==> config.mk <==
export PLATFORM = sky130hd
export DESIGN_NAME = pireg_mul
export DESIGN_NICKNAME = d
export VERILOG_FILES = /design/src/pireg_pkg.sv /design/src/pireg_mul.sv
export SDC_FILE = /design/constraint.sdc
export NUM_CORES = 1
export LEC_CHECK = 0
export BUFFER_PORTS_ARGS = -buffer_cell sky130_fd_sc_hd__buf_4
export CAP_MARGIN = 20
export CORE_MARGIN = 4
export CORE_UTILIZATION = 59
export CTS_BUF_LIST = sky130_fd_sc_hd__clkbuf_16
export CTS_CLUSTER_DIAMETER = 150
export CTS_CLUSTER_SIZE = 8
export DETAILED_ROUTE_END_ITERATION = 12
export HOLD_SLACK_MARGIN = 0.05
export PLACE_DENSITY = 0.83
export RECOVER_POWER = 50
export SLEW_MARGIN = 10
export SYNTH_ARGS = -nofsm -noshare
export SYNTH_HDL_FRONTEND = slang
export SYNTH_SLANG_ARGS = --single-unit
export TNS_END_PERCENT = 50
==> constraint.sdc <==
create_clock -name clk -period 9.9 [get_ports clk]
set_input_delay 0.495 -clock clk [delete_from_list [all_inputs] [get_ports clk]]
set_output_delay 0.495 -clock clk [all_outputs]
set_load 0.03 [all_outputs]
==> src/pireg_pkg.sv <==
// Package for the PI PWM regulator: widths, constants, register indexes
// and the sequencer state type. No dependencies.
package pireg_pkg;

  localparam int SAMPLE_BITS = 14;
  localparam int DRIVE_BITS  = 12;

  localparam int Q16_W     = 18;
  localparam int GAIN_W    = 16;
  localparam int CFG_W     = 16;
  localparam int CFG_IDX_W = 2;
  localparam int INTEG_W   = 40;
  localparam int ILO_W     = INTEG_W / 2;
  localparam int FRAC_Q    = 24;

  localparam int FULL_SCALE_Q16 = 216269;
  localparam int STEP_Q16       = 655;
  localparam int SP_MIN         = 6554;
  localparam int SP_MAX         = 190054;
  localparam int SP_RESET       = 108134;

  localparam int PROP_RESET  = 6554;
  localparam int INTEG_RESET = 2560;
  localparam int UPPER_RESET = 2300;
  localparam int LOWER_RESET = 100;

  localparam int SPAN_W    = DRIVE_BITS + 1;
  localparam int NUM_W     = GAIN_W + DRIVE_BITS;
  localparam int DIV_W     = ((NUM_W + FRAC_Q + 1) / 2) * 2;
  localparam int DIV_STEPS = DIV_W / 2;
  localparam int DIV_CNT_W = $clog2(DIV_STEPS);
  localparam int P_W       = DIV_W + 1;
  localparam int I_W       = GAIN_W + INTEG_W + 1;
  localparam int DIFF_W    = I_W + 1;
  localparam int DRV_Q_W   = DIFF_W - FRAC_Q;
  localparam int ERR_W     = Q16_W + 2;

  localparam int MUL_A_W = 19;
  localparam int MUL_B_W = 21;
  localparam int MUL_P_W = MUL_A_W + MUL_B_W;

  localparam logic [CFG_IDX_W-1:0] REG_PROP_GAIN   = 2'd0;
  localparam logic [CFG_IDX_W-1:0] REG_INTEG_GAIN  = 2'd1;
  localparam logic [CFG_IDX_W-1:0] REG_DRIVE_UPPER = 2'd2;
  localparam logic [CFG_IDX_W-1:0] REG_DRIVE_LOWER = 2'd3;

  typedef enum logic [3:0] {
    S_IDLE,
    S_MEAS,
    S_PROP,
    S_INTEG,
    S_ILO,
    S_IHI,
    S_IACC,
    S_DIVW,
    S_FIN,
    S_OUT
  } state_t;

endpackage

==> src/pireg_mul.sv <==
// Shared signed multiplier with a registered product.
// Depends on pireg_pkg for operand widths.
module pireg_mul (
  input  logic                                  clk,
  input  logic signed [pireg_pkg::MUL_A_W-1:0]  a,
  input  logic signed [pireg_pkg::MUL_B_W-1:0]  b,
  output logic signed [pireg_pkg::MUL_P_W-1:0]  prod
);
  import pireg_pkg::*;

  always_ff @(posedge clk) begin
    prod <= MUL_P_W'(a) * MUL_P_W'(b);
  end

endmodule

# After elaboration in Yosys (flattened, before gate mapping)
# Cells that the tools add are included.
# word_totals
ff_bits,40
inputBits,41
# classes
n_mul,1
# op_table
op,n
$mul A19 B21 Y40,1

# Longest topological paths before layout
# depth
word_depth,1
mapped_depth,25
depth_no_buf,23

# Worst setup path before layout
# No wires, ideal clock.
# synth_timing
kind,in2reg
from,input port b[14] in the netlist's numbering
to,register prod[38] in the netlist's numbering
arrival_ns,6.656
path_slack_ns,3.172
path_stages,20
path_cell_list,clkbuf_1 > clkbuf_1 > nand2_1 > fa_1 > fa_1 > fa_1 > inv_1 > fa_1 > fa_1 > fa_1 > fa_1 > ha_1 > a21o_1 > a21o_1 > a21o_1 > a311o_1 > a2111oi_4 > o31ai_2 > a221oi_2 > xnor2_1
# synth_via
elab_chain_len,1
# synth_rtl
item,line_no,source
"start, declared",pireg_mul.sv:6,"input logic signed [pireg_pkg::MUL_B_W-1:0] b,"
$mul A19 B21 Y40,pireg_mul.sv:12,prod <= MUL_P_W'(a) * MUL_P_W'(b);
"end signal, assigned",pireg_mul.sv:12,
"end, declared",pireg_mul.sv:7,output logic signed [pireg_pkg::MUL_P_W-1:0] prod
# Every way passes these cells.

# Final worst setup path
# layout_timing
from,input port a[1] in the netlist's numbering
to,register prod[39] in the netlist's numbering
# layout_via
elab_chain_len,1
# layout_rtl
item,line_no,source
"start, declared",pireg_mul.sv:5,"input logic signed [pireg_pkg::MUL_A_W-1:0] a,"
$mul A19 B21 Y40,pireg_mul.sv:12,
# Every way passes these cells.

==> results.tsv <==
stage	metric	value	unit
clocking	cts.repair.resized	0	
clocking	cts_setup_buffers	0	
global_route	grt.overflow.total	0	
final_layout	fin_nets	2241	
logic_synthesis	synth_top_family_by_area	adder cells	
logic_synthesis	synthArstFlopShare	0	
placement	hpwl	30500	µm
floorplan	die_w	170	µm
global_route	grtUsageTotal	0.278	
route	ant_nets	0	
run_status	status	finished clean	
sta	fin_tns_setup	0	ns
sta	hold_violations	0	
route	vias_per_cell	5.52	
sta	period_share	0.698	
setup_path	max_stage_delay	0.78	ns
final_layout	n_fill_cell	2145	
final_layout	top_regs	prod x40	
sta	worst_slew_pin_slew	1.25	ns
clocking	htreeDepth	2	
placement	gp_routability_congestion	0.924	
hold_path	min_path_type	input pin to register	
route	post_drt_wl_per_cell	18.9	µm
sta	slew_violations	0	
logic_synthesis	yosysSeqAreaShare	0.0517	
route	drc_errors	0	
clocking	clkSinkCount	40	
setup_path	cpMostUsedCell	fa_1	
clocking	holdBufCountCts	0	
logic_synthesis	synthesis.area	15500	µm²
setup_path	endpoint_kind	register	
logic_synthesis	avgSynthCellArea	9.28	µm²
logic_synthesis	synth_top_area_frac	0.521	
route	drt-pass1-iter-count	5	
clocking	cts_tree	done	
route	via_count	11100	
logic_synthesis	yosys.area_share.simple	0.150	
logic_synthesis	synth_seq_cells	40	
logic_synthesis	synth_compound_area_frac	0.0340	
setup_path	worstSetupPathType	input pin to register	
logic_synthesis	synthXorXnorAreaFrac	0.0232	
floorplan	row_count	59	
floorplan	io_pins	81	
clocking	cts_buffers	5	
final_layout	diodes	0	
setup_path	cp_top_family	adder cells	
route	drt-total-wl	38000	µm
global_route	antenna_found_initial	0	
floorplan	coreArea	25900	µm²
logic_synthesis	synthCells	1667	
logic_synthesis	syn-num-nets	2228	
sta	grt_setup_unrepaired	false	
logic_synthesis	synth-edff-count	0	
floorplan	initial_core_util	0.597	
flow_run	cap_viol_max_count	0	
sta	slew_headroom	0.165	
logic_synthesis	yosys-top-cells-area	fa_1 52%, inv_1 11%, ha_1 9.5%	
logic_synthesis	synthAdderAreaFrac	0.616	
logic_synthesis	ys_warn_count	0	
global_route	first_global_vias	12600	
sta	finalSetupViolCount	0	
placement	io_buffers	80	
global_route	grt_max_degree	22	
final_layout	area_growth	4.96	%
final_layout	drive_gt1_frac	0.0321	
sta	period_needed	6.91	ns
setup_path	path_cells	buf_4 > nand2_1 > inv_1 > fa_1 > inv_1 > fa_1 > inv_1 > fa_1 > inv_1 > fa_1 > inv_1 > fa_1 > fa_1 > ha_1 > ha_1 > a21o_1 > a21oi_1 > o21ba_2 > nand3b_1 > and3b_1 > nor4_1 > or3_1 > nand3_1	
final_layout	largest_reg_flops	40	
setup_path	crit_path_max_fanout	21	
setup_path	path_buf_inv	6	
final_layout	regMostFlops	prod	
clocking	clk_pin_slew	0.07	ns
clocking	cts_root_buf	clkbuf_16	
hold_path	hold_path_end	prod[0]	
logic_synthesis	ys_types	44	
clocking	clockBufferDepth	2	
setup_path	cp.required	10.15	ns
floorplan	die_area	28900	µm²
hold_path	worstHoldStart	b[0]	
floorplan	fp.dieH	170	µm
setup_path	path_depth	23	
logic_synthesis	synth_area_leader_cell	fa_1	
sta	fmax	145	MHz
logic_synthesis	ys.flop_type	dfxtp_1	
logic_synthesis	synth_mux_area_frac	0	
global_route	grt_pass1_wl	62900	µm
setup_path	crit_path_start_kind	input pin	
setup_path	cp.arrival	7.15	ns
setup_path	slowest_stage	fa_1	
route	drt_iter0_drc	758	
hold_path	min_path_cells	2	
-- per-stage QoR --
step,hold WS (ns),std cells,util,setup slack (ns),instance area [µm²]
after floorplan,0.622,1667,-,3.17,15500
after global placement,0.884,2008,0.626,2.82,16200
after detailed placement,0.903,2008,0.626,2.72,16200
after CTS,0.585,2016,0.633,3.01,16400
after global routing,0.607,2016,0.627,2.69,16200
final,0.588,2016,0.627,2.99,16200
-- synth_stat cells, drive strengths merged (2+ instances only) --
library cell  count
dfxtp            40
nor4              3
or2               5
nand3b            2
o21bai            3
a21oi            25
fa              403
nand2b            7
or3               4
a211oi            4
a21o             14
nand2           220
xnor2            31
o21ai            14
and3              6
inv             443
a311oi            2
ha              117
o31ai             4
nor2b             4
nor3              7
and2            173
nor2             29
xor2             10
nand3             9
clkbuf           74
-- placed cells by master, fill, tap and decap left out, types with 25 or more instances in the layout --
master | synthesis | final
clkbuf_1 | 74 | 39
nor2_1 | 29 | 29
a21oi_1 | 25 | 25
buf_4 | 0 | 41
inv_1 | 443 | 443
nand2_1 | 220 | 220
ha_1 | 117 | 117
and2_1 | 173 | 172
dfxtp_1 | 40 | 40
xnor2_1 | 31 | 31
fa_1 | 403 | 403
-- logic make-up after synthesis --
group,after synthesis
adder cells (fa/ha/maj),520
buffers and inverters,517
AND/OR/NAND/NOR,472
AO/OA/AOI/OAI,77
XOR/XNOR,41
flip-flops,40
-- metal layers --
| metal | GRT usage | wire [µm] | vias up |
|---|---|---|---|
| li1 | - | - | 4778 |
| met1 | 0.354 | 14100 | 5672 |
| met2 | 0.475 | 18900 | 529 |
| met3 | 0.0513 | 3250 | 143 |
| met4 | 0.110 | 1830 | 0 |
| met5 | 0 | 0 | - |
-- layout make-up --
type	count	area, µm²	share of cell area
Clock buffer	5	125	0.00770
Clock inverter	3	46.3	0.00285
Inverter	443	1660	0.102
Multi-Input combinational cell	1110	12700	0.784
Sequential cell	40	801	0.0493
Tap cell	335	419	0.0258
Timing Repair Buffer	80	454	0.0280
-- worst max-delay path by stage --
stage               startpoint  endpoint  slack [ns]
CTS                       a[1]  prod[39]        3.01
finish                    a[1]  prod[39]        2.99
global placement          a[1]  prod[39]        2.82
floorplan                b[14]  prod[38]        3.17
global route              a[0]  prod[39]        2.69
detailed placement        a[1]  prod[39]        2.72
Power is left out: the tool's default activity adds up to more than one toggle a clock period on the data nets, which glitch-free logic cannot reach.
