$ cat config.mk
export PLATFORM = sky130hd
export DESIGN_NAME = pireg_div
export DESIGN_NICKNAME = d
export VERILOG_FILES = /design/src/pireg_pkg.sv /design/src/pireg_div.sv
export SDC_FILE = /design/constraint.sdc
export NUM_CORES = 1
export LEC_CHECK = 0
export BUFFER_PORTS_ARGS = -buffer_cell sky130_fd_sc_hd__buf_2
export CORE_ASPECT_RATIO = 1.5
export CORE_MARGIN = 8
export CORE_UTILIZATION = 40
export CTS_BUF_LIST = sky130_fd_sc_hd__clkbuf_4 sky130_fd_sc_hd__clkbuf_8
export DETAILED_ROUTE_END_ITERATION = 12
export PLACE_DENSITY = 0.63
export RECOVER_POWER = 25
export SETUP_SLACK_MARGIN = 0.05
export SYNTH_ARGS = -nofsm -noshare
export SYNTH_HDL_FRONTEND = slang
export SYNTH_SLANG_ARGS = --single-unit
$ cat constraint.sdc
create_clock -name clk -period 4.9 [get_ports clk]
set_input_delay 0.245 -clock clk [delete_from_list [all_inputs] [get_ports clk]]
set_output_delay 0.245 -clock clk [all_outputs]
set_load 0.05 [all_outputs]
$ cat src/pireg_pkg.sv
// Package for the PI PWM regulator: widths, constants, register indexes
// and the sequencer state type. No dependencies.
package pireg_pkg;

  localparam int SAMPLE_BITS = 14;
  localparam int DRIVE_BITS  = 12;

  localparam int Q16_W     = 18;
  localparam int GAIN_W    = 16;
  localparam int CFG_W     = 16;
  localparam int CFG_IDX_W = 2;
  localparam int INTEG_W   = 40;
  localparam int ILO_W     = INTEG_W / 2;
  localparam int FRAC_Q    = 24;

  localparam int FULL_SCALE_Q16 = 216269;
  localparam int STEP_Q16       = 655;
  localparam int SP_MIN         = 6554;
  localparam int SP_MAX         = 190054;
  localparam int SP_RESET       = 108134;

  localparam int PROP_RESET  = 6554;
  localparam int INTEG_RESET = 2560;
  localparam int UPPER_RESET = 2300;
  localparam int LOWER_RESET = 100;

  localparam int SPAN_W    = DRIVE_BITS + 1;
  localparam int NUM_W     = GAIN_W + DRIVE_BITS;
  localparam int DIV_W     = ((NUM_W + FRAC_Q + 1) / 2) * 2;
  localparam int DIV_STEPS = DIV_W / 2;
  localparam int DIV_CNT_W = $clog2(DIV_STEPS);
  localparam int P_W       = DIV_W + 1;
  localparam int I_W       = GAIN_W + INTEG_W + 1;
  localparam int DIFF_W    = I_W + 1;
  localparam int DRV_Q_W   = DIFF_W - FRAC_Q;
  localparam int ERR_W     = Q16_W + 2;

  localparam int MUL_A_W = 19;
  localparam int MUL_B_W = 21;
  localparam int MUL_P_W = MUL_A_W + MUL_B_W;

  localparam logic [CFG_IDX_W-1:0] REG_PROP_GAIN   = 2'd0;
  localparam logic [CFG_IDX_W-1:0] REG_INTEG_GAIN  = 2'd1;
  localparam logic [CFG_IDX_W-1:0] REG_DRIVE_UPPER = 2'd2;
  localparam logic [CFG_IDX_W-1:0] REG_DRIVE_LOWER = 2'd3;

  typedef enum logic [3:0] {
    S_IDLE,
    S_MEAS,
    S_PROP,
    S_INTEG,
    S_ILO,
    S_IHI,
    S_IACC,
    S_DIVW,
    S_FIN,
    S_OUT
  } state_t;

endpackage

$ cat src/pireg_div.sv
// Serial restoring divider, two quotient bits per cycle; the dividend is
// the numerator shifted up by the Q24 fraction. Depends on pireg_pkg.
module pireg_div (
  input  logic                          clk,
  input  logic                          rst,
  input  logic                          start,
  input  logic [pireg_pkg::NUM_W-1:0]   numer,
  input  logic [pireg_pkg::Q16_W-1:0]   denom,
  output logic                          busy,
  output logic [pireg_pkg::DIV_W-1:0]   quot
);
  import pireg_pkg::*;

  logic [Q16_W-1:0]     rem;
  logic [Q16_W-1:0]     den;
  logic [DIV_CNT_W-1:0] cnt;

  logic [Q16_W:0]   r_a;
  logic [Q16_W:0]   r_b;
  logic             ge_a;
  logic             ge_b;
  logic [Q16_W-1:0] rem_a;
  logic [Q16_W-1:0] rem_next;

  always_comb begin
    r_a      = {rem, quot[DIV_W-1]};
    ge_a     = r_a >= {1'b0, den};
    rem_a    = ge_a ? Q16_W'(r_a - {1'b0, den}) : r_a[Q16_W-1:0];
    r_b      = {rem_a, quot[DIV_W-2]};
    ge_b     = r_b >= {1'b0, den};
    rem_next = ge_b ? Q16_W'(r_b - {1'b0, den}) : r_b[Q16_W-1:0];
  end

  always_ff @(posedge clk) begin
    if (rst) begin
      busy <= 1'b0;
      cnt  <= '0;
    end else if (start) begin
      busy <= 1'b1;
      cnt  <= DIV_CNT_W'(DIV_STEPS - 1);
    end else if (busy) begin
      cnt <= cnt - 1'b1;
      if (cnt == '0) begin
        busy <= 1'b0;
      end
    end
  end

  always_ff @(posedge clk) begin
    if (start) begin
      quot <= DIV_W'(numer) << (DIV_W - NUM_W);
      rem  <= '0;
      den  <= denom;
    end else if (busy) begin
      quot <= {quot[DIV_W-3:0], ge_a, ge_b};
      rem  <= rem_next;
    end
  end

  a_start_idle: assert property (@(posedge clk) disable iff (rst) start |-> !busy)
    else $error("divider started while busy");

endmodule

### Word level (Yosys, flattened, before mapping)

Cells that the tools add are included.

| word-level totals | value |
|---|---|
| word-level logic and storage cells | 24 |
| register bits after elaboration | 94 |
| bits of input ports | 49 |
| output and inout port bits | 53 |

| operators by class | value |
|---|---|
| magnitude comparators | 2 |
| mux-type cells | 9 |
| add/sub/neg operators | 3 |
| reduce and logical (&&, ||, !) cells | 3 |

Operators with widths:

| kind | count |
|---|---|
| 52-bit 2-to-1 mux | 2 |
| 19-bit by 18-bit greater-or-equal comparator with 1-bit output | 2 |
| 18-bit 2-to-1 mux | 2 |
| 18-bit subtractor | 2 |
| 5-bit 2-to-1 mux | 2 |
| 5-bit zero test | 1 |
| 5-bit by 1-bit subtractor with 5-bit output (second input constant) | 1 |
| 1-bit 2-to-1 mux | 3 |
| 2-bit nonzero test | 1 |
| 2-bit OR reduction | 1 |

### Depth between registers and ports, before layout

| logic depth | value |
|---|---|
| depth after elaboration | 5 |
| mapped depth | 22 |
| depth with buffers taken out | 20 |

### Least setup slack after synthesis

Ideal clock, no wire load.

| timing path | value |
|---|---|
| path type | register to register |
| from | register quot[51] (netlist bit) |
| to | register rem[3] |
| path buffers | 2 |
| setup time | 0.134 ns |
| data arrival time | 4.782 ns |
| cell stages (with the launch flop) | 22 |
| data required time | 4.766 ns |
| setup slack | -0.016 ns |
| clock period less this slack | 4.916 ns |
| cells stage by stage | edfxtp_1 > inv_1 > ha_1 > inv_1 > fa_1 > a21o_1 > a22o_1 > o21ai_1 > nor2b_1 > o21a_1 > or3_1 > a31o_2 > ha_1 > clkbuf_1 > and4_1 > nand3_1 > o41ai_1 > o221ai_1 > o21a_2 > buf_4 > a211oi_1 > nor4_4 |

| on the way | value |
|---|---|
| word-level cells in the longest chain between the ends | 4 |
| elaborated cells between the ends (all ways) | 6 |
| those cells by class | 2 x add/sub; 2 x order compare; 2 x mux |

RTL lines:

| element | line | source |
|---|---|---|
| start, declared | pireg_div.sv:10 | `output logic [pireg_pkg::DIV_W-1:0] quot` |
| start signal, assigned | pireg_div.sv:51 | `quot <= DIV_W'(numer) << (DIV_W - NUM_W);` |
| start signal, assigned | pireg_div.sv:55 | `quot <= {quot[DIV_W-3:0], ge_a, ge_b};` |
| 18-bit subtractor or 19-bit by 18-bit greater-or-equal comparator with 1-bit output (tied branches) | pireg_div.sv:28, pireg_div.sv:27 |  |
| 18-bit 2-to-1 mux (*) | pireg_div.sv:28 | `rem_a = ge_a ? Q16_W'(r_a - {1'b0, den}) : r_a[Q16_W-1:0];` |
| 18-bit subtractor or 19-bit by 18-bit greater-or-equal comparator with 1-bit output (tied branches) | pireg_div.sv:31, pireg_div.sv:30 |  |
| 18-bit 2-to-1 mux (*) | pireg_div.sv:31 | `rem_next = ge_b ? Q16_W'(r_b - {1'b0, den}) : r_b[Q16_W-1:0];` |
| end signal, assigned | pireg_div.sv:56 | `rem <= rem_next;` |
| end, declared | pireg_div.sv:14 | `logic [Q16_W-1:0] rem;` |

Every way passes the cells marked *; elsewhere a longest branch is shown, timed or not.
A chain may end at the register's enable or synchronous reset.

### Worst setup path after layout

| timing path | value |
|---|---|
| from | register quot[51] (netlist bit) |
| to | register quot[0] (netlist bit) |

| on the way | value |
|---|---|
| word-level cells in the longest chain between the ends | 3 |
| elaborated cells between the ends (all ways) | 4 |
| those cells by class | 1 x add/sub; 2 x order compare; 1 x mux |

RTL lines:

| element | line | source |
|---|---|---|
| 18-bit subtractor or 19-bit by 18-bit greater-or-equal comparator with 1-bit output (tied branches) | pireg_div.sv:28, pireg_div.sv:27 |  |
| 18-bit 2-to-1 mux (*) | pireg_div.sv:28 |  |
| 19-bit by 18-bit greater-or-equal comparator with 1-bit output (*) | pireg_div.sv:30 | `ge_b = r_b >= {1'b0, den};` |

Marked as above.

==> impl_results.md <==
- VDD IR-drop max: ~180 uV
- PortBufs: ~100
- Setup Crit Path Kind: reg -> reg
- Vias per cell: between 5 and 6
- Relative slew slack: about two fifths
- Vias in the first global route: 5144
- TritonCTS clock tree: built
- Syn. warnings: 0
- Startpoint Class: flop
- Sequential area share after synthesis: between 30% and 40%
- PD cells: 478.6 nW/um^2
- Syn Nets: 694
- Worst R2R Start: quot[51]$_DFFE_PP_
- Starting Density: just over 40%
- Main synth FF type: dfxtp_1
- Post-synth EDFFs: between 40 and 50
- Hold path cells: 1
- Hold Buf Count CTS: 0
- DR WL/cell: around 17 um
- Crit path largest cell delay: about 400 ps
- Final Cell Area: 7233 um^2
- Min cycle time layout: 4701 ps
- WP data arrival: roughly 5000 ps
- Worst hold slack: around 34 ps
- Final Instance Count excl. Fillers: 928
- Hold_sp: denom[0]
- N_diodes: 0
- Core area: ~14000 um^2
- First-pass GRT wire length: 25360 um
- CTS Buffer Depth: 2
- Setup violation total in the final timing report: 0
- Clock H-tree levels: 3
- Fin crit share: a little over nine tenths
- Skew-Pair Late Insertion Delay: approximately 380 ps
- Ports: just over 100
- Buf+Inv Stages, Crit Path: 4
- Max-slew violations: 0
- Die ar.: about 19000 um^2
- Min-delay worst type: in -> reg
- Clock tree root driver cell: clkbuf_8
- WP depth: 21
- Layout cell share with drive strength beyond 1: 27.87%
- Cell variety after synth: 71
- Cells after Synth: approximately 600
- CP startpoint: quot[51]$_DFFE_PP_
- Outcome: finished clean
- Ys async rst share: 0%
- Fmax: between 0.2 and 0.25 GHz
- FP Rows: 54
- # nets final: a little over 800
- Final core utilization: ~50%
- Max Cap Viol: 0
- Crit-path cells: inv_1, ha_1, inv_1, fa_1, a21o_1, a22o_1, o21ai_2, nor2b_1, o21a_1, or3_1, a31o_2, ha_1, and4_1, nand3_1, o41ai_2, buf_4, o221ai_1, o21a_2, and2_2, buf_12, a211oi_1
- Avg Synthesized Cell Area: a little under 10 um^2
- Post-Synthesis Cell Area: about 5900 um^2
- Total track usage: approximately 17%
- DIE HEIGHT: 164.7 um
- Cell Area, Placed: 6824 um^2
- Via count: just over 5k
- Pin slew with the least headroom to its limit: 906.0 ps
- WL final: 16070 um
- Initial DRT Pass Iterations: 4
- Critical path fanouts, max: 7
- Unrepaired setup endpoints after global routing: yes
- Leakage: roughly 3.1 nW
- CP endpoint kind: flop
- Hpwl dp: 12300 um
- Area Overhead vs Synth: 22.61%
- Slowest-stage cell, CP: fa_1
- DRT iter0 DRCs: between 200 and 250
- Initial antenna violation count: 0
- Clk pin slew, worst setup/hold paths: between 100 and 150 ps
- Total power: 3.462 mW
- Clock skew: between 15 and 20 ps
- Synth Register Bits: 94
- Placed insts: 906
- Sink Count: 94
- ANT nets after route: 0
- Largest delay share family, worst path: compound AO/OA/AOI/OAI gates
- Cts bufs inserted: 9
- Worst r2r path cells: 21
- Pin count of the biggest net entering global routing: between 50 and 60
- GRT overflow: 0
- Crit path required time: approximately 5200 ps
- Residual DRC count: 0
- Global placer's final weighted congestion: around 0.92
- Die width: approximately 120 um
- Fin. Hold Viols: 0
==> path summary, 6_finish.rpt <==
check | slack, ps | to
setup reg to reg | 200 | quot[0]$_SDFFE_PP0P_
hold / removal | 30 | den[0]$_DFFE_PP_
setup / recovery | 200 | quot[0]$_SDFFE_PP0P_
hold reg to reg | 510 | quot[1]$_SDFFE_PP0P_
==> synthesized netlist by cell type, types with 11 or more instances <==
master    number  area (um^2)
a211oi_1      28        210.2
a21o_1        11        82.58
a21oi_1       31        155.2
a22o_1        26        227.7
clkbuf_1      22        82.58
dfxtp_1       48        960.9
edfxtp_1      46         1381
ha_1          38        475.5
inv_1         34        127.6
mux2i_1       27        270.3
nand2_1       34        127.6
nor2_1        64        240.2
o21ai_0       15        75.07
xnor2_1       17        148.9
xor2_1        13        113.9
==> cell families after synthesis <==
group / Yosys count / synth area share (%)
AOI/OAI and AO/OA: 170 / 21.36
and+or+nand+nor: 161 / 13.32
DFF: 94 / 39.70
buffers and inverters: 71 / 5.111
adders and majority gates: 40 / 8.738
muxes: 39 / 7.317
xor gates and xnor gates: 30 / 4.454
==> metal layers <==
| layer | global-route usage (%) | routed length, um |
|---|---|---|
| met4 | 6.059 | 379 |
| met2 | 30.09 | 8237 |
| met5 | 0 | 0 |
| met3 | 3.697 | 661 |
| met1 | 19.08 | 6788 |
==> through the flow <==
step                      setup TNS (ps)  worst slack [ps]
final                                  0             199.4
after global routing              -241.7            -54.48
after CTS                              0             67.13
after detailed placement           -4168            -290.1
after global placement             -3146            -200.6
after floorplan                        0             94.03
==> registers in the layout (all words and copies together), names as in the netlist <==
name  count
quot     52
den      18
rem      18
cnt       5
busy      1
==> cell usage in the layout, fill, tap and decap left out, types with 15 or more instances in the layout <==
master | netlist | layout
edfxtp_1 | 46 | 46
inv_1 | 34 | 33
a211oi_1 | 28 | 26
a21oi_1 | 31 | 28
a22o_1 | 26 | 26
o21ai_0 | 15 | 15
nor2_1 | 64 | 63
mux2i_1 | 27 | 25
nand2_1 | 34 | 34
buf_4 | 2 | 44
buf_2 | 10 | 87
ha_1 | 38 | 31
xnor2_1 | 17 | 17
dfxtp_1 | 48 | 47
==> report_power, final <==
part / total (mW) / switching [mW] / leakage [nW] / internal [mW]
logic: 1.97 / 1.08 / 2.17 / 0.886
clock network: 0.529 / 0.306 / 0.107 / 0.223
registers: 0.966 / 0.0583 / 0.863 / 0.908
==> final cells by class <==
type / count / area [um^2]
Sequential cell: 94 / 2344
Inverter: 34 / 127.6
Timing Repair Buffer: 148 / 890.9
Clock inverter: 7 / 75.07
Multi-Input combinational cell: 440 / 3427
Fill cell: 1384 / 7226
Clock buffer: 9 / 123.9
Tap cell: 196 / 245.2
==> what timing repair did <==
| action | 4_1_cts | 5_1_grt |
|---|---|---|
| gates resized for setup | 9 | 23 |
| endpoints found under the setup margin | 19 | 19 |
| pin swaps | 4 | 9 |
| setup buffers | 2 | 3 |
| cloned | 0 | 1 |
(Power assumes the default switching activity.)
